===== src/hdl/cpbw_pkg.sv =====
`default_nettype none

package cpbw_pkg;

	localparam int unsigned CH_W = 8;
	localparam int unsigned COORD_W = 12;
	localparam int unsigned PADDR_W = 5;
	localparam int unsigned REG_IDX_W = 3;

	localparam logic [COORD_W-1:0] MAX_WIDTH = 12'd3840;
	localparam logic [COORD_W-1:0] MAX_HEIGHT = 12'd2160;

	localparam logic [REG_IDX_W-1:0] REG_CLIP_ENABLE = 3'd0;
	localparam logic [REG_IDX_W-1:0] REG_CLIP_LEFT = 3'd1;
	localparam logic [REG_IDX_W-1:0] REG_CLIP_TOP = 3'd2;
	localparam logic [REG_IDX_W-1:0] REG_CLIP_RIGHT = 3'd3;
	localparam logic [REG_IDX_W-1:0] REG_CLIP_BOTTOM = 3'd4;
	localparam logic [REG_IDX_W-1:0] REG_RENDER_WIDTH = 3'd5;
	localparam logic [REG_IDX_W-1:0] REG_RENDER_HEIGHT = 3'd6;

	localparam logic [1:0] KIND_FILL = 2'd0;
	localparam logic [1:0] KIND_ALPHA_FILL = 2'd1;
	localparam logic [1:0] KIND_BLIT = 2'd2;

	typedef struct packed {
		logic clip_enable;
		logic [COORD_W-1:0] clip_left;
		logic [COORD_W-1:0] clip_top;
		logic [COORD_W-1:0] clip_right;
		logic [COORD_W-1:0] clip_bottom;
		logic [COORD_W-1:0] render_width;
		logic [COORD_W-1:0] render_height;
	} cfg_t;

endpackage

`default_nettype wire


===== src/hdl/cpbw_regs.sv =====
`default_nettype none

module cpbw_regs (
	input wire logic clk,
	input wire logic arst_n,
	input wire logic psel,
	input wire logic penable,
	input wire logic pwrite,
	input wire logic [cpbw_pkg::PADDR_W-1:0] paddr,
	input wire logic [31:0] pwdata,
	output logic [31:0] prdata,
	output logic pready,
	output cpbw_pkg::cfg_t cfg
);

	cpbw_pkg::cfg_t cfg_q;
	logic [cpbw_pkg::REG_IDX_W-1:0] idx;
	logic wr;

	assign idx = paddr[cpbw_pkg::PADDR_W-1:2];
	assign wr = psel && penable && pwrite;
	assign pready = 1'b1;
	assign cfg = cfg_q;

	always_ff @(posedge clk or negedge arst_n) begin
		if (!arst_n) begin
			cfg_q <= '0;
		end else if (wr) begin
			unique case (idx)
				cpbw_pkg::REG_CLIP_ENABLE: cfg_q.clip_enable <= pwdata[0];
				cpbw_pkg::REG_CLIP_LEFT: cfg_q.clip_left <= pwdata[11:0];
				cpbw_pkg::REG_CLIP_TOP: cfg_q.clip_top <= pwdata[11:0];
				cpbw_pkg::REG_CLIP_RIGHT: cfg_q.clip_right <= pwdata[11:0];
				cpbw_pkg::REG_CLIP_BOTTOM: cfg_q.clip_bottom <= pwdata[11:0];
				cpbw_pkg::REG_RENDER_WIDTH: cfg_q.render_width <= pwdata[11:0];
				cpbw_pkg::REG_RENDER_HEIGHT: cfg_q.render_height <= pwdata[11:0];
				default: begin
				end
			endcase
		end
	end

	always_comb begin
		unique case (idx)
			cpbw_pkg::REG_CLIP_ENABLE: prdata = {31'd0, cfg_q.clip_enable};
			cpbw_pkg::REG_CLIP_LEFT: prdata = {20'd0, cfg_q.clip_left};
			cpbw_pkg::REG_CLIP_TOP: prdata = {20'd0, cfg_q.clip_top};
			cpbw_pkg::REG_CLIP_RIGHT: prdata = {20'd0, cfg_q.clip_right};
			cpbw_pkg::REG_CLIP_BOTTOM: prdata = {20'd0, cfg_q.clip_bottom};
			cpbw_pkg::REG_RENDER_WIDTH: prdata = {20'd0, cfg_q.render_width};
			cpbw_pkg::REG_RENDER_HEIGHT: prdata = {20'd0, cfg_q.render_height};
			default: prdata = 32'd0;
		endcase
	end

endmodule

`default_nettype wire


===== src/hdl/clipped_pixel_blend_writer_core.sv =====
// An accepted input beat passes through the stage 1, 2, 3 and 4 registers to its result beat.
// Throughput: one pixel per cycle; the four register stages advance together,
// and a stalled result beat holds every stage.
// Reset clears all stage valid bits and all configuration registers to zero.
// Configuration writes take effect on the next accepted pixel.
`default_nettype none

module clipped_pixel_blend_writer_core (
	input wire logic clk,
	input wire logic arst_n,
	input wire logic psel,
	input wire logic penable,
	input wire logic pwrite,
	input wire logic [cpbw_pkg::PADDR_W-1:0] paddr,
	input wire logic [31:0] pwdata,
	output logic [31:0] prdata,
	output logic pready,
	input wire logic pix_valid,
	output logic pix_stall,
	input wire logic [1:0] kind,
	input wire logic signed [12:0] pixel_x,
	input wire logic signed [12:0] pixel_y,
	input wire logic [31:0] old_pixel,
	input wire logic [31:0] color,
	input wire logic [7:0] alpha,
	output logic wr_valid,
	input wire logic wr_stall,
	output logic write_enable,
	output logic [31:0] new_pixel
);

	localparam logic [1:0] SEL_OLD = 2'd0;
	localparam logic [1:0] SEL_COLOR = 2'd1;
	localparam logic [1:0] SEL_BLEND = 2'd2;

	cpbw_pkg::cfg_t cfg;

	cpbw_regs u_regs (
		.clk(clk),
		.arst_n(arst_n),
		.psel(psel),
		.penable(penable),
		.pwrite(pwrite),
		.paddr(paddr),
		.pwdata(pwdata),
		.prdata(prdata),
		.pready(pready),
		.cfg(cfg)
	);

	logic adv;
	logic valid_s1, valid_s2, valid_s3, valid_s4;

	assign adv = !valid_s4 || !wr_stall;
	assign pix_stall = !adv;

	// Stage 1: visibility test.
	logic [11:0] rw, rh, xu, yu;
	logic in_area, in_clip, vis;
	logic vis_s1;
	logic [1:0] kind_s1;
	logic [31:0] old_s1, color_s1;
	logic [7:0] alpha_s1;

	assign xu = pixel_x[11:0];
	assign yu = pixel_y[11:0];
	assign rw = (cfg.render_width > cpbw_pkg::MAX_WIDTH) ? cpbw_pkg::MAX_WIDTH
		: cfg.render_width;
	assign rh = (cfg.render_height > cpbw_pkg::MAX_HEIGHT) ? cpbw_pkg::MAX_HEIGHT
		: cfg.render_height;
	assign in_area = !pixel_x[12] && !pixel_y[12] && (xu < rw) && (yu < rh);
	assign in_clip = !cfg.clip_enable || ((xu >= cfg.clip_left) && (xu < cfg.clip_right)
		&& (yu >= cfg.clip_top) && (yu < cfg.clip_bottom));
	assign vis = in_area && in_clip;

	always_ff @(posedge clk) begin
		if (adv) begin
			vis_s1 <= vis;
			kind_s1 <= kind;
			old_s1 <= old_pixel;
			color_s1 <= color;
			alpha_s1 <= alpha;
		end
	end

	// Stage 2: mode decision and channel products.
	logic we_d2;
	logic [1:0] sel_d2;
	logic [2:0][15:0] prod_d2;
	logic we_s2;
	logic [1:0] sel_s2;
	logic [31:0] old_s2, color_s2;
	logic [2:0][15:0] prod_s2;

	always_comb begin
		logic [15:0] o16, n16, a16, ia16;
		logic [16:0] sum;
		we_d2 = 1'b0;
		sel_d2 = SEL_OLD;
		case (kind_s1)
			cpbw_pkg::KIND_FILL: begin
				we_d2 = vis_s1;
				sel_d2 = vis_s1 ? SEL_COLOR : SEL_OLD;
			end
			cpbw_pkg::KIND_ALPHA_FILL, cpbw_pkg::KIND_BLIT: begin
				we_d2 = vis_s1 && (alpha_s1 != 8'd0);
				sel_d2 = we_d2 ? SEL_BLEND : SEL_OLD;
			end
			default: begin
			end
		endcase
		a16 = {8'd0, alpha_s1};
		ia16 = {8'd0, 8'd255 - alpha_s1};
		for (int c = 0; c < 3; c++) begin
			// A blit blends over black, so its old channel is taken as zero.
			o16 = (kind_s1 == cpbw_pkg::KIND_ALPHA_FILL) ? {8'd0, old_s1[8*c +: 8]} : 16'd0;
			n16 = {8'd0, color_s1[8*c +: 8]};
			sum = 17'(o16 * ia16) + 17'(n16 * a16);
			prod_d2[c] = sum[15:0];
		end
	end

	always_ff @(posedge clk) begin
		if (adv) begin
			we_s2 <= we_d2;
			sel_s2 <= sel_d2;
			old_s2 <= old_s1;
			color_s2 <= color_s1;
			prod_s2 <= prod_d2;
		end
	end

	// Stage 3: exact division by 255 for products up to 255 * 255.
	logic [2:0][7:0] quot_d3;
	logic we_s3;
	logic [1:0] sel_s3;
	logic [31:0] old_s3, color_s3;
	logic [2:0][7:0] quot_s3;

	always_comb begin
		logic [16:0] t;
		for (int c = 0; c < 3; c++) begin
			t = {1'b0, prod_s2[c]} + 17'd1 + {9'd0, prod_s2[c][15:8]};
			quot_d3[c] = t[15:8];
		end
	end

	always_ff @(posedge clk) begin
		if (adv) begin
			we_s3 <= we_s2;
			sel_s3 <= sel_s2;
			old_s3 <= old_s2;
			color_s3 <= color_s2;
			quot_s3 <= quot_d3;
		end
	end

	// Stage 4: result register.
	logic we_s4;
	logic [31:0] pix_s4;
	logic [31:0] pix_d4;

	always_comb begin
		case (sel_s3)
			SEL_COLOR: pix_d4 = color_s3;
			SEL_BLEND: pix_d4 = {8'hFF, quot_s3[2], quot_s3[1], quot_s3[0]};
			default: pix_d4 = old_s3;
		endcase
	end

	always_ff @(posedge clk) begin
		if (adv) begin
			we_s4 <= we_s3;
			pix_s4 <= pix_d4;
		end
	end

	always_ff @(posedge clk or negedge arst_n) begin
		if (!arst_n) begin
			valid_s1 <= 1'b0;
			valid_s2 <= 1'b0;
			valid_s3 <= 1'b0;
			valid_s4 <= 1'b0;
		end else if (adv) begin
			valid_s1 <= pix_valid;
			valid_s2 <= valid_s1;
			valid_s3 <= valid_s2;
			valid_s4 <= valid_s3;
		end
	end

	assign wr_valid = valid_s4;
	assign write_enable = we_s4;
	assign new_pixel = pix_s4;

	a_accept_lands_s1: assert property (@(posedge clk) disable iff (!arst_n)
		(pix_valid && !pix_stall) |=> (valid_s1 && old_s1 == $past(old_pixel)))
		else $error("accepted beat did not reach stage one");

	a_nowrite_keeps_old: assert property (@(posedge clk) disable iff (!arst_n)
		(valid_s2 && !we_s2) |-> (sel_s2 == SEL_OLD))
		else $error("non-written pixel does not select the old value");

	a_blend_opaque: assert property (@(posedge clk) disable iff (!arst_n)
		(adv && valid_s3 && sel_s3 == SEL_BLEND) |=>
		(wr_valid && write_enable && new_pixel[31:24] == 8'hFF))
		else $error("blended pixel lost its write or opaque top byte");

	a_hold_on_stall: assert property (@(posedge clk) disable iff (!arst_n)
		!adv |=> ($stable(valid_s2) && $stable(prod_s2) && $stable(quot_s3)))
		else $error("pipeline moved while the result beat was stalled");

endmodule

`default_nettype wire

===== config.mk =====
export PLATFORM = sky130hd
export DESIGN_NAME = clipped_pixel_blend_writer_core
export DESIGN_NICKNAME = d
export VERILOG_FILES = /design/src/hdl/cpbw_pkg.sv /design/src/hdl/cpbw_regs.sv /design/src/hdl/clipped_pixel_blend_writer_core.sv
export SDC_FILE = /design/constraint.sdc
export NUM_CORES = 1
export LEC_CHECK = 0
export BUFFER_PORTS_ARGS = -buffer_cell sky130_fd_sc_hd__buf_2
export CAP_MARGIN = 5
export CORE_ASPECT_RATIO = 1.75
export CORE_MARGIN = 5
export CORE_UTILIZATION = 60
export DETAILED_ROUTE_END_ITERATION = 12
export GPL_ROUTABILITY_DRIVEN = 0
export PLACE_DENSITY = 0.79
export SYNTH_ARGS = -nofsm -noshare
export SYNTH_HDL_FRONTEND = slang
export SYNTH_SLANG_ARGS = --single-unit

===== constraint.sdc =====
create_clock -name clk -period 12.1 [get_ports clk]
set_input_delay 2.42 -clock clk [delete_from_list [all_inputs] [get_ports clk]]
set_output_delay 2.42 -clock clk [all_outputs]
set_load 0.02 [all_outputs]

==> out/metrics.yaml <==
diodes: 0
floorplan.core_area_um2: 48500
cts_max_level: 2
hold_path_startpoint: "color_s1[30]$_DFFE_PN_"
synthesis.instances: 2652
drt_iter0_drc: 1236
crit_fanout: 24
worst_pin_slew_ps: 1260
io-pin-count: 212
critPathArrivalTime_ps: 7770
cpMaxStageDelayCell: "sky130_fd_sc_hd__ha_1"
cts.repair_timing.setup_buffer_count: 0
dieHeight_um: 302
place.port_buffers: 168
flop_and_latch_count_out_of_synthesis: 391
post_drt_wl_per_cell_um: 19.4
layout-drive-gt1-share_pct: 11.9
synth_warn: 0
ys_top_cells_by_count: "sky130_fd_sc_hd__inv_1, sky130_fd_sc_hd__edfxtp_1, sky130_fd_sc_hd__fa_1"
dpl-instance-area_um2: 30700
worst_r2r_startpoint: "kind_s1[1]$_DFFE_PN_"
whs_endpoint: "color_s2[30]$_DFFE_PN_"
timing.final.max_slew_violations: 0
worstSetupStartpointType: "register"
synth-edff-count: 314
post-dp-hpwl_um: 51100
postRouteAntennaNets: 0
synth.largest_area_cell: "sky130_fd_sc_hd__edfxtp_1"
drt-total-wl_um: 67600
worstSkewPairLatency_ps: 550
die_w_um: 177
seq_area_frac_synth_pct: 38.8
grt_start_max_net_pins: 86
initial_utilization_pct: 60.4
ctsRootBufferMaster: "sky130_fd_sc_hd__clkbuf_16"
whs_path_depth: 0
ys_top_cells_by_area: "sky130_fd_sc_hd__edfxtp_1, sky130_fd_sc_hd__fa_1, sky130_fd_sc_hd__ha_1"
cpPeakStageDelay_ps: 1000
post-route-min-period_ps: 7470
floorplan.die_area_um2: 53500
drc: 0
critical_path_buf_inv_count: 2
antenna_found_initial: 1
num-fill-cells: 3675
global_route.usage.total_pct: 25.8
skew_ps: 28.6
post-route-cell-area_um2: 32000
grt_pass1_vias: 22000
critPathKind: "register to register"
grt_first_pass_wirelength_um: 109000
critical_path_s_top_delay_family: "adder cells"
cts.reportedPaths.clkPinSlew_ps: 70
yosysMostFrequentCell: "sky130_fd_sc_hd__inv_1"
finalHoldViolations: 0
timing.critical_path.required_ps: 12390
finalSetupViolations: 0
cts-resized-gates: 0
clock_sink_count: 391
fin_setup_tns_ps: 0
drt_first_pass_iters: 5
post_drt_via_cell_ratio: 5.67
dr_total_vias: 19700
postCtsHoldBufs: 0
synth-async-reset-ratio_pct: 19.7
final_period_util_pct: 61.8
max-clock-path-buffers: 3
fmax_ghz: 0.134
tritoncts: "done"
worst_hold_path_type: "register to register"
critical-path-top-cell-by-count: "sky130_fd_sc_hd__fa_1"
synthesized_area_per_cell_um2: 11.0
synth_top_cell_area_share_pct: 32.2
setup.worst_path.end_class: "register"
timing.reg2reg.setup_slack_ps: 4630
drv.max_cap_violation_count: 0
synth_cell_types: 70
timing.slew.headroom_pct: 15.7
globalRoute.totalOverflow: 0
synth_top_flop_cell: "sky130_fd_sc_hd__edfxtp_1"
final_net_count: 3513
run_status: "complete, no violations"
cts_made_buffers: 39
syn-cell-area_um2: 29300
setup_repair_after_global_routing_missed_its_margin: "false"
num_rows: 107
flow.area_growth_from_synthesis_pct: 9.29
timing.reg2reg.worst_path_depth: 18
series_of_cell_instances_along_the_critical_path: "inv_1 > ha_1 > nand2_1 > or2_2 > fa_1 > fa_1 > fa_1 > inv_1 > fa_1 > fa_1 > fa_1 > ha_1 > o21a_1 > o21a_1 > a2111oi_2 > o21ai_1 > a21oi_1 > xnor2_1"
rr_endpoint: "prod_s2[47]$_DFFE_PN_"
registers in the layout, summed over array words and instances (netlist names), 8 cells and up:
name and cells:
new_pixel 32, prod_s2 48, quot_s3 24, color_s2 32
old_s1 32, u_regs.cfg 73, old_s3 32, color_s1 32
alpha_s1 8, old_s2 32, color_s3 32
layout by cell type, fill, tap and decap left out, types with 6 or more instances in the layout:
cell / n
sky130_fd_sc_hd__and3_1: 10
sky130_fd_sc_hd__fa_1: 288
sky130_fd_sc_hd__buf_4: 18
sky130_fd_sc_hd__o21ai_0: 69
sky130_fd_sc_hd__clkbuf_16: 39
sky130_fd_sc_hd__ha_1: 282
sky130_fd_sc_hd__nand2_1: 216
sky130_fd_sc_hd__nor3_1: 9
sky130_fd_sc_hd__nor2_1: 178
sky130_fd_sc_hd__nor2b_1: 7
sky130_fd_sc_hd__nand3_1: 14
sky130_fd_sc_hd__a211oi_1: 9
sky130_fd_sc_hd__edfxtp_1: 314
sky130_fd_sc_hd__nor4_1: 6
sky130_fd_sc_hd__o21ai_1: 52
sky130_fd_sc_hd__xor2_1: 14
sky130_fd_sc_hd__mux2_2: 6
sky130_fd_sc_hd__conb_1: 21
sky130_fd_sc_hd__inv_1: 475
sky130_fd_sc_hd__a221oi_1: 10
sky130_fd_sc_hd__nand2b_1: 14
sky130_fd_sc_hd__o21a_1: 19
sky130_fd_sc_hd__buf_2: 167
sky130_fd_sc_hd__clkbuf_1: 6
sky130_fd_sc_hd__dfrtp_1: 77
sky130_fd_sc_hd__mux2i_1: 12
sky130_fd_sc_hd__a21oi_1: 66
sky130_fd_sc_hd__a22oi_1: 27
sky130_fd_sc_hd__or2_2: 66
sky130_fd_sc_hd__nand4_1: 17
sky130_fd_sc_hd__mux2_1: 21
sky130_fd_sc_hd__a21o_1: 17
sky130_fd_sc_hd__xnor2_1: 51
sky130_fd_sc_hd__o211ai_1: 7
sky130_fd_sc_hd__and2_1: 136
worst max-delay path by stage:
| stage | from | to | slack [ps] | cells past startpoint |
|---|---|---|---|---|
| finish | kind_s1[1]$_DFFE_PN_ | prod_s2[47]$_DFFE_PN_ | 4630 | 18 |
| global route | kind_s1[1]$_DFFE_PN_ | prod_s2[15]$_DFFE_PN_ | 4320 | 20 |
| CTS | kind_s1[1]$_DFFE_PN_ | prod_s2[47]$_DFFE_PN_ | 4630 | 18 |
| detailed placement | kind_s1[1]$_DFFE_PN_ | prod_s2[28]$_DFFE_PN_ | 4640 | 19 |
| global placement | kind_s1[1]$_DFFE_PN_ | prod_s2[47]$_DFFE_PN_ | 4800 | 20 |
| floorplan | wr_stall | pix_stall | 2710 | 2 |
cell type report:
type                            instances  area [um2]  area share [%]
Multi-Input combinational cell       1704       15800            49.3
Sequential cell                       391       11400            35.5
Inverter                              477        1790            5.60
Clock buffer                           45         998            3.12
Timing Repair Buffer                  185         971            3.04
Tap cell                              654         818            2.56
Clock inverter                         23         284           0.888
logic make-up (layout without fill, tap and decap cells):
logic type / Yosys count / after routing / share of synthesized area (%)
xor gates and xnor gates: 65 / 65 / 1.95
AOI/OAI and AO/OA: 319 / 319 / 6.92
and+or+nand+nor: 688 / 688 / 11.3
other: 2 / 21 / 0.0257
adders and majority gates: 571 / 571 / 31.8
buffers and inverters: 576 / 730 / 7.68
DFF: 391 / 391 / 38.8
muxes: 40 / 40 / 1.53
stage by stage:
| step | hold WS, ps | setup slack (ps) | instances | utilization [%] |
|---|---|---|---|---|
| 3_3_place_gp | 401 | 4800 | 3411 | 63.4 |
| 2_1_floorplan | 400 | 2710 | 2671 | - |
| 3_5_place_dp | 405 | 4640 | 3411 | 63.4 |
| 5_1_grt | 424 | 4320 | 3479 | 66.0 |
| 6_report | 418 | 4630 | 3479 | 66.0 |
| 4_1_cts | 415 | 4630 | 3479 | 66.0 |
per-layer routing:
layer / vias to the layer above / track usage, % / wire length, um / part of all wire, %
met4: 2 / 16.1 / 4590 / 6.8
li1: 8905 / - / - / -
met5: - / 0 / 13 / 0.019
met3: 275 / 2.85 / 3180 / 4.7
met1: 9773 / 26.3 / 22000 / 33
met2: 757 / 49.5 / 37800 / 56
Power is left out: the tool's default activity adds up to more than one toggle a clock period on the data nets, which glitch-free logic cannot reach.
